==> src/fpb_pkg.sv <==
// ----------------------------------------------------------------------------
// fpb_pkg
// Shared types, codes and field layout of the priority-bump FIFO.
// ----------------------------------------------------------------------------
package fpb_pkg;

    localparam int DEPTH_DEFAULT      = 16;
    localparam int WORD_WIDTH_DEFAULT = 32;

    localparam int VALUE_W      = 32;
    localparam int OUT_VALUE_W  = 32;
    localparam int FILL_W       = 5;
    localparam int IN_VALUE_LSB = 2;
    localparam int IN_TDATA_W   = 40;
    localparam int OUT_TDATA_W  = 40;

    typedef enum logic [1:0] {
        ACT_ENQUEUE = 2'd0,
        ACT_DEQUEUE = 2'd1,
        ACT_RAISE   = 2'd2,
        ACT_NONE    = 2'd3
    } action_t;

    typedef enum logic [1:0] {
        ST_OK       = 2'd0,
        ST_EMPTY    = 2'd1,
        ST_FULL     = 2'd2,
        ST_NOMATCH  = 2'd3
    } status_t;

    typedef struct packed {
        logic    capture;
        logic    set_status;
        status_t status;
        logic    wr_tail;
        logic    rd_head;
        logic    deq_take;
        logic    scan_start;
        logic    rd_scan;
        logic    scan_advance;
        logic    wr_ahead;
        logic    wr_here;
        logic    load_out;
    } dp_cmd_t;

    typedef struct packed {
        logic full;
        logic empty;
        logic match;
        logic scan_first;
        logic scan_last;
    } dp_stat_t;

endpackage

==> src/fpb_datapath.sv <==
// ----------------------------------------------------------------------------
// fpb_datapath
// Ring storage, head/tail/count pointers, scan pointers and result registers.
// ----------------------------------------------------------------------------
module fpb_datapath #(
    parameter int DEPTH      = fpb_pkg::DEPTH_DEFAULT,
    parameter int WORD_WIDTH = fpb_pkg::WORD_WIDTH_DEFAULT
) (
    input  logic                            clk,
    input  logic                            rst_n,
    input  logic [fpb_pkg::VALUE_W-1:0]     in_value,
    input  fpb_pkg::dp_cmd_t                cmd,
    output fpb_pkg::dp_stat_t               stat,
    output logic [fpb_pkg::OUT_VALUE_W-1:0] out_value,
    output fpb_pkg::status_t                out_status,
    output logic                            out_is_empty,
    output logic [fpb_pkg::FILL_W-1:0]      out_fill_count
);
    import fpb_pkg::*;

    localparam int ADDR_W = $clog2(DEPTH);
    localparam int CNT_W  = $clog2(DEPTH + 1);
    localparam logic [ADDR_W-1:0] LAST_ADDR  = ADDR_W'(DEPTH - 1);
    localparam logic [CNT_W-1:0]  FULL_COUNT = CNT_W'(DEPTH);

    logic [WORD_WIDTH-1:0] mem [DEPTH];

    logic [WORD_WIDTH-1:0] rdata_reg;
    logic [WORD_WIDTH-1:0] word_reg;
    logic [WORD_WIDTH-1:0] prev_data_reg;
    logic [WORD_WIDTH-1:0] result_reg;
    status_t               status_reg;

    logic [ADDR_W-1:0] head_reg, head_next;
    logic [ADDR_W-1:0] tail_reg, tail_next;
    logic [ADDR_W-1:0] scan_ptr_reg, scan_ptr_next;
    logic [ADDR_W-1:0] prev_ptr_reg, prev_ptr_next;
    logic [ADDR_W-1:0] k_reg, k_next;
    logic [CNT_W-1:0]  count_reg, count_next;

    logic [OUT_VALUE_W-1:0] out_value_reg;
    status_t                out_status_reg;
    logic                   out_is_empty_reg;
    logic [FILL_W-1:0]      out_fill_reg;

    logic                  mem_we;
    logic [ADDR_W-1:0]     mem_waddr;
    logic [WORD_WIDTH-1:0] mem_wdata;
    logic                  mem_re;
    logic [ADDR_W-1:0]     mem_raddr;

    function automatic logic [ADDR_W-1:0] inc_ptr(input logic [ADDR_W-1:0] ptr);
        logic [ADDR_W-1:0] res;
        res = (ptr == LAST_ADDR) ? '0 : ptr + 1'b1;
        return res;
    endfunction

    assign mem_we    = cmd.wr_tail | cmd.wr_ahead | cmd.wr_here;
    assign mem_waddr = cmd.wr_ahead ? prev_ptr_reg : (cmd.wr_here ? scan_ptr_reg : tail_reg);
    assign mem_wdata = cmd.wr_here ? prev_data_reg : word_reg;
    assign mem_re    = cmd.rd_head | cmd.rd_scan;
    assign mem_raddr = cmd.rd_scan ? scan_ptr_reg : head_reg;

    always_ff @(posedge clk)
    begin
        if (mem_we)
        begin
            mem[mem_waddr] <= mem_wdata;
        end
        if (mem_re)
        begin
            rdata_reg <= mem[mem_raddr];
        end
    end

    always_comb
    begin
        head_next     = head_reg;
        tail_next     = tail_reg;
        count_next    = count_reg;
        scan_ptr_next = scan_ptr_reg;
        prev_ptr_next = prev_ptr_reg;
        k_next        = k_reg;
        if (cmd.wr_tail)
        begin
            tail_next  = inc_ptr(tail_reg);
            count_next = count_reg + 1'b1;
        end
        if (cmd.deq_take)
        begin
            head_next  = inc_ptr(head_reg);
            count_next = count_reg - 1'b1;
        end
        if (cmd.scan_start)
        begin
            scan_ptr_next = head_reg;
            k_next        = '0;
        end
        else if (cmd.scan_advance)
        begin
            prev_ptr_next = scan_ptr_reg;
            scan_ptr_next = inc_ptr(scan_ptr_reg);
            k_next        = k_reg + 1'b1;
        end
    end

    always_ff @(posedge clk or negedge rst_n)
    begin
        if (!rst_n)
        begin
            head_reg     <= '0;
            tail_reg     <= '0;
            count_reg    <= '0;
            scan_ptr_reg <= '0;
            prev_ptr_reg <= '0;
            k_reg        <= '0;
        end
        else
        begin
            head_reg     <= head_next;
            tail_reg     <= tail_next;
            count_reg    <= count_next;
            scan_ptr_reg <= scan_ptr_next;
            prev_ptr_reg <= prev_ptr_next;
            k_reg        <= k_next;
        end
    end

    always_ff @(posedge clk)
    begin
        if (cmd.capture)
        begin
            word_reg <= WORD_WIDTH'(in_value);
        end
        if (cmd.deq_take)
        begin
            result_reg <= rdata_reg;
        end
        else if (cmd.capture)
        begin
            result_reg <= '0;
        end
        if (cmd.set_status)
        begin
            status_reg <= cmd.status;
        end
        else if (cmd.capture)
        begin
            status_reg <= ST_OK;
        end
        if (cmd.scan_advance)
        begin
            prev_data_reg <= rdata_reg;
        end
        if (cmd.load_out)
        begin
            out_value_reg    <= OUT_VALUE_W'(result_reg);
            out_status_reg   <= status_reg;
            out_is_empty_reg <= (count_reg == '0);
            out_fill_reg     <= FILL_W'(count_reg);
        end
    end

    assign stat.full       = (count_reg == FULL_COUNT);
    assign stat.empty      = (count_reg == '0);
    assign stat.match      = (rdata_reg == word_reg);
    assign stat.scan_first = (k_reg == '0);
    assign stat.scan_last  = ((CNT_W'(k_reg) + 1'b1) == count_reg);

    assign out_value      = out_value_reg;
    assign out_status     = out_status_reg;
    assign out_is_empty   = out_is_empty_reg;
    assign out_fill_count = out_fill_reg;

endmodule

==> src/fpb_ctrl.sv <==
// ----------------------------------------------------------------------------
// fpb_ctrl
// Sequencer for enqueue, dequeue and raise-priority requests, plus the
// output valid flag.
// ----------------------------------------------------------------------------
module fpb_ctrl (
    input  logic              clk,
    input  logic              rst_n,
    input  logic              in_valid,
    input  fpb_pkg::action_t  in_action,
    output logic              in_ready,
    output logic              out_valid,
    input  logic              out_ready,
    input  fpb_pkg::dp_stat_t stat,
    output fpb_pkg::dp_cmd_t  cmd
);
    import fpb_pkg::*;

    typedef enum logic [8:0] {
        S_IDLE       = 9'b000000001,
        S_WRITE      = 9'b000000010,
        S_DEQ_RD     = 9'b000000100,
        S_DEQ_TAKE   = 9'b000001000,
        S_SCAN_RD    = 9'b000010000,
        S_SCAN_CMP   = 9'b000100000,
        S_SWAP_AHEAD = 9'b001000000,
        S_SWAP_HERE  = 9'b010000000,
        S_RESP       = 9'b100000000
    } state_t;

    state_t state_reg, state_next;
    logic   out_valid_reg, out_valid_next;
    logic   out_free;

    assign in_ready  = (state_reg == S_IDLE);
    assign out_valid = out_valid_reg;
    assign out_free  = !out_valid_reg || out_ready;

    always_comb
    begin
        state_next = state_reg;
        cmd        = '0;
        case (state_reg)
            S_IDLE:
            begin
                if (in_valid)
                begin
                    cmd.capture = 1'b1;
                    state_next  = S_RESP;
                    case (in_action)
                        ACT_ENQUEUE:
                        begin
                            if (stat.full)
                            begin
                                cmd.set_status = 1'b1;
                                cmd.status     = ST_FULL;
                            end
                            else
                            begin
                                state_next = S_WRITE;
                            end
                        end
                        ACT_DEQUEUE:
                        begin
                            if (stat.empty)
                            begin
                                cmd.set_status = 1'b1;
                                cmd.status     = ST_EMPTY;
                            end
                            else
                            begin
                                state_next = S_DEQ_RD;
                            end
                        end
                        ACT_RAISE:
                        begin
                            if (stat.empty)
                            begin
                                cmd.set_status = 1'b1;
                                cmd.status     = ST_NOMATCH;
                            end
                            else
                            begin
                                cmd.scan_start = 1'b1;
                                state_next     = S_SCAN_RD;
                            end
                        end
                        default:
                        begin
                            state_next = S_RESP;
                        end
                    endcase
                end
            end
            S_WRITE:
            begin
                cmd.wr_tail = 1'b1;
                state_next  = S_RESP;
            end
            S_DEQ_RD:
            begin
                cmd.rd_head = 1'b1;
                state_next  = S_DEQ_TAKE;
            end
            S_DEQ_TAKE:
            begin
                cmd.deq_take = 1'b1;
                state_next   = S_RESP;
            end
            S_SCAN_RD:
            begin
                cmd.rd_scan = 1'b1;
                state_next  = S_SCAN_CMP;
            end
            S_SCAN_CMP:
            begin
                if (stat.match)
                begin
                    state_next = stat.scan_first ? S_RESP : S_SWAP_AHEAD;
                end
                else if (stat.scan_last)
                begin
                    cmd.set_status = 1'b1;
                    cmd.status     = ST_NOMATCH;
                    state_next     = S_RESP;
                end
                else
                begin
                    cmd.scan_advance = 1'b1;
                    state_next       = S_SCAN_RD;
                end
            end
            S_SWAP_AHEAD:
            begin
                cmd.wr_ahead = 1'b1;
                state_next   = S_SWAP_HERE;
            end
            S_SWAP_HERE:
            begin
                cmd.wr_here = 1'b1;
                state_next  = S_RESP;
            end
            S_RESP:
            begin
                if (out_free)
                begin
                    cmd.load_out = 1'b1;
                    state_next   = S_IDLE;
                end
            end
            default:
            begin
                state_next = S_IDLE;
            end
        endcase
    end

    always_comb
    begin
        out_valid_next = out_valid_reg;
        if ((state_reg == S_RESP) && out_free)
        begin
            out_valid_next = 1'b1;
        end
        else if (out_ready)
        begin
            out_valid_next = 1'b0;
        end
    end

    always_ff @(posedge clk or negedge rst_n)
    begin
        if (!rst_n)
        begin
            state_reg     <= S_IDLE;
            out_valid_reg <= 1'b0;
        end
        else
        begin
            state_reg     <= state_next;
            out_valid_reg <= out_valid_next;
        end
    end

endmodule

==> src/fifo_with_priority_bump_top.sv <==
// ----------------------------------------------------------------------------
// fifo_with_priority_bump_top
// Bounded FIFO of words with enqueue, dequeue and raise-priority requests.
//
//   channel  | dir | handshake              | tdata
//   s_axis   | in  | s_axis_tvalid/tready   | action, value
//   m_axis   | out | m_axis_tvalid/tready   | out_value, status, is_empty, fill_count
//
// Enqueue writes the tail; dequeue reads the head, then takes it. A dropped
// enqueue, a dequeue or raise on an empty queue and an undefined action go
// straight to the response. Raise priority compares entries from the head,
// since the ring memory is read one entry at a time; a later match moves one up.
// One request is in flight; the next is accepted as soon as its result sits in
// the output register, even if that result is still stalled.
// Reset clears pointers and count; memory contents are not cleared.
// ----------------------------------------------------------------------------
module fifo_with_priority_bump_top #(
    parameter int DEPTH      = fpb_pkg::DEPTH_DEFAULT,
    parameter int WORD_WIDTH = fpb_pkg::WORD_WIDTH_DEFAULT
) (
    input  logic                            clk,
    input  logic                            rst_n,
    input  logic                            s_axis_tvalid,
    output logic                            s_axis_tready,
    // [1:0] action, [33:2] value, [39:34] zero
    input  logic [fpb_pkg::IN_TDATA_W-1:0]  s_axis_tdata,
    output logic                            m_axis_tvalid,
    input  logic                            m_axis_tready,
    // [31:0] out_value, [33:32] status, [34] is_empty, [39:35] fill_count
    output logic [fpb_pkg::OUT_TDATA_W-1:0] m_axis_tdata
);
    import fpb_pkg::*;

    dp_cmd_t                cmd;
    dp_stat_t               stat;
    action_t                in_action;
    logic [VALUE_W-1:0]     in_value;
    logic [OUT_VALUE_W-1:0] out_value;
    status_t                out_status;
    logic                   out_is_empty;
    logic [FILL_W-1:0]      out_fill_count;

    assign in_action = action_t'(s_axis_tdata[$bits(action_t)-1:0]);
    assign in_value  = s_axis_tdata[IN_VALUE_LSB +: VALUE_W];

    fpb_ctrl u_ctrl (
        .clk       (clk),
        .rst_n     (rst_n),
        .in_valid  (s_axis_tvalid),
        .in_action (in_action),
        .in_ready  (s_axis_tready),
        .out_valid (m_axis_tvalid),
        .out_ready (m_axis_tready),
        .stat      (stat),
        .cmd       (cmd)
    );

    fpb_datapath #(
        .DEPTH      (DEPTH),
        .WORD_WIDTH (WORD_WIDTH)
    ) u_datapath (
        .clk            (clk),
        .rst_n          (rst_n),
        .in_value       (in_value),
        .cmd            (cmd),
        .stat           (stat),
        .out_value      (out_value),
        .out_status     (out_status),
        .out_is_empty   (out_is_empty),
        .out_fill_count (out_fill_count)
    );

    assign m_axis_tdata = {out_fill_count, out_is_empty, out_status, out_value};

endmodule

==> config.mk <==
export PLATFORM = sky130hd
export DESIGN_NAME = fifo_with_priority_bump_top
export DESIGN_NICKNAME = d
export VERILOG_FILES = /design/src/fpb_pkg.sv /design/src/fpb_datapath.sv /design/src/fpb_ctrl.sv /design/src/fifo_with_priority_bump_top.sv
export SDC_FILE = /design/constraint.sdc
export NUM_CORES = 1
export LEC_CHECK = 0
export BUFFER_PORTS_ARGS = -buffer_cell sky130_fd_sc_hd__buf_2
export CAP_MARGIN = 10
export CORE_ASPECT_RATIO = 0.7
export CORE_UTILIZATION = 25
export CTS_CLUSTER_DIAMETER = 200
export DETAILED_ROUTE_END_ITERATION = 7
export MAX_ROUTING_LAYER = met4
export PLACE_DENSITY_LB_ADDON = 0.05
export SLEW_MARGIN = 10
export SYNTH_ARGS = -nofsm -noshare
export SYNTH_HDL_FRONTEND = slang
export SYNTH_SLANG_ARGS = --single-unit
==> constraint.sdc <==
create_clock -name clk -period 4.7 [get_ports clk]
set_clock_uncertainty 0.05 [all_clocks]
set_input_delay 0.705 -clock clk [delete_from_list [all_inputs] [get_ports clk]]
set_output_delay 0.705 -clock clk [all_outputs]
set_load 0.03 [all_outputs]
==> metrics <==
Post-route DRC 0; max-cap viol count 0; routed length per instance 28.2 microns; Routed Antenna Nets 0; TritonRoute pass-1 iters 5; flip-flop cell with the highest count after synthesis edfxtp_1; post-synthesis async set-or-reset flop share 4.88%; Fmax 0.246 GHz; instance count of the mapped netlist 2115; reg2reg setup slack 630 ps; number of H-tree levels 3; maximum fanout along the worst path 13; core area 122000 sq um; TritonCTS clock tree done; flip-flop count of the largest register, all copies and words added 512; worst slack at placement 686 ps; buffer cell driving the clock tree root clkbuf_16; starting density of the core 25.3%; actual slew at the worst max-slew pin 1210 ps; startpoint of the worst-slack reg-to-reg timing path u_ctrl.state_reg[5]; Crit Path Category flip-flop to flip-flop; initial drt markers 1488; clock buffer count from CTS 78; vias in the first global route 18.7k; unrepaired setup endpoints after global routing no; relative area change from synthesis to final layout 16.7%; Worst setup EP type flip-flop; number of vias in the routed layout 18.9k; number of hold buffers added after CTS 0; arrival time of the worst setup path 4400 ps; type of origin of the critical path flip-flop; number of buffers between clock root and the deepest sink 3; number of enable flip-flop cells after synthesis 682; number of cells on the worst reg-to-reg path 7; Mapped Nets 2168; Slew Limit Headroom 18.8%; num ports 86; initial antenna violation count 3; number of failing hold endpoints at the final stage 0; clock latency of the later-clocked register in the worst-skew pair 680 ps; placed instance count 3760; post-CTS repair timing setup buffer count 0; final setup violating endpoints 0; total length of routed wires 110 mm; weighted congestion reported at the end of routability-driven placement 0.737; HP Class input pin to asynchronous set/reset pin; vertical die dimension 296 microns; nets 2258; Post-Syn Area per Cell 14.6 sq um; post-route setup slack 629 ps; leftover overflow at the end of global routing 0; post-synthesis cell area 30900 sq um; number of warnings printed during yosys synthesis 0; Final min period 4070 ps; n_diodes 0; PostCTS Resize Cnt 0; clock input transition at the sequential cells of the worst setup and hold paths 60 ps; static leakage 11.8 nW; register with the highest flop count u_datapath.mem; distinct cell type count of the synthesized netlist 63; FF+latch count, synth 717; detailed-route vias per instance 4.84; run status finished clean; Crit. Startpoint u_ctrl.state_reg[5]; total negative setup slack 0 ps; number of clock sinks 717; Max IR drop VDD 0.266 mV; width of the chip 422 microns; fraction of layout instances using a drive strength above 1 18.4%; final count of pins violating max slew 0; count of placed standard cells in the final layout, fillers left out 3903; Seq/Total Area, Yosys 69.1%; die area 125000 sq um; highest-count cells in the layout ignoring fill and taps 682 x edfxtp_1, 233 x nand2_1, 232 x mux2i_1; first-pass GRT wire length 152 mm; Post-Route Hold Slack 115 ps; ratio of final minimum period to clock period 86.6%; areal power density over the cells 515 nW/um^2; required time at the endpoint of the critical path 5030 ps; endpoint of the most critical register-to-register path u_datapath.mem[8][6]; maximum number of pins on one net before global-route repair 100; HPWL reported at the end of detailed placement 64.6 mm; leading cell type in the layout, fill and taps excluded edfxtp_1; Port Buffers 79; overall global routing resource usage 18.0%; row count 107
[stage by stage]
step                      cell area, sq um  power (mW)  utilization, %
after global placement               33600        12.6            27.5
after global routing                 36000        19.3            29.5
final                                36000        18.6            29.5
after detailed placement             33600        12.7            27.5
after CTS                            36000        18.8            29.5
after floorplan                      30900        10.6               -
[power by group]
group | internal (mW) | switching (mW) | total, mW
sequential | 7.81 | 0.458 | 8.27
clock | 3.39 | 2.70 | 6.09
combinational | 1.16 | 3.04 | 4.20
total | 12.4 | 6.19 | 18.6
[cell usage after synthesis (3+ instances only)]
cell type  instances  area (sq um)
a22oi_1           14           105
buf_1              5          18.8
o22ai_1           33           206
nor4_4             3          63.8
o21ai_1           16          80.1
nor2_1            33           124
buf_2             51           255
nor3_1             7          35.0
nand2_1          234           878
a2111oi_0         54           473
nand4_1           13          81.3
or3_1              3          18.8
ha_1               8           100
a21oi_1          156           781
mux2i_1          233          2330
buf_6              5          56.3
a31oi_1           28           175
nor3b_1            4          30.0
dfrtp_1           34           851
a2111o_1          32           360
and2_1            35           219
mux2_2           100          1130
nor2b_1            6          37.5
a221oi_1          31           272
a21o_1             6          45.0
edfxtp_1         682         20500
o31ai_1            3          22.5
nand2b_1           8          50.1
o21ai_0           65           325
xor2_1             6          52.6
xnor2_1           44           385
clkbuf_1          84           315
nand3_1           27           135
nor4_1             3          18.8
and3_1             5          31.3
inv_1             11          41.3
a32oi_1            3          26.3
[worst max-delay path, cell delays in order (launching register included)]
cell	delay [ps]
dfrtp_1	430
or3_1	570
nor4_4	740
mux2i_1	380
clkinv_1	130
a31oi_1	800
nor2_4	310
buf_4	340
[logic make-up after synthesis]
kind of cell,Yosys count,share of synthesized area (%)
muxes,333,11.2
buffers and inverters,161,2.31
adders and majority gates,9,0.389
xor gates and xnor gates,50,1.42
and+or+nand+nor,391,5.85
AOI/OAI and AO/OA,454,9.70
DFF,717,69.1
[metal layers]
metal  vias to the layer above  share of wire (%)  track usage [%]
met4                         0                2.1             4.08
met1                      9895                 51             26.3
met2                       425                 42             25.6
li1                       8445                  -                -
met5                         -                  0                -
met3                       127                4.4             3.15
[worst max-delay path by stage]
| stage | end | slack, ps | cells after the start |
|---|---|---|---|
| after global routing | u_datapath.mem[8][6] | 480 | 7 |
| after CTS | u_datapath.mem[8][6] | 640 | 7 |
| after floorplan | u_datapath.mem[5][0] | 660 | 7 |
| after detailed placement | u_datapath.mem[8][6] | 690 | 7 |
| after global placement | u_datapath.mem[8][6] | 620 | 7 |
| final | u_datapath.mem[8][6] | 630 | 7 |
[final cells by class]
| type | instances | area [sq um] |
|---|---|---|
| Timing Repair Buffer | 157 | 1110 |
| Clock inverter | 38 | 369 |
| Fill cell | 12321 | 86100 |
| Multi-Input combinational cell | 1237 | 9040 |
| Clock buffer | 105 | 2060 |
| Sequential cell | 717 | 21400 |
| Tap cell | 1635 | 2050 |
| Inverter | 14 | 52.6 |
(Power assumes the default switching activity.)
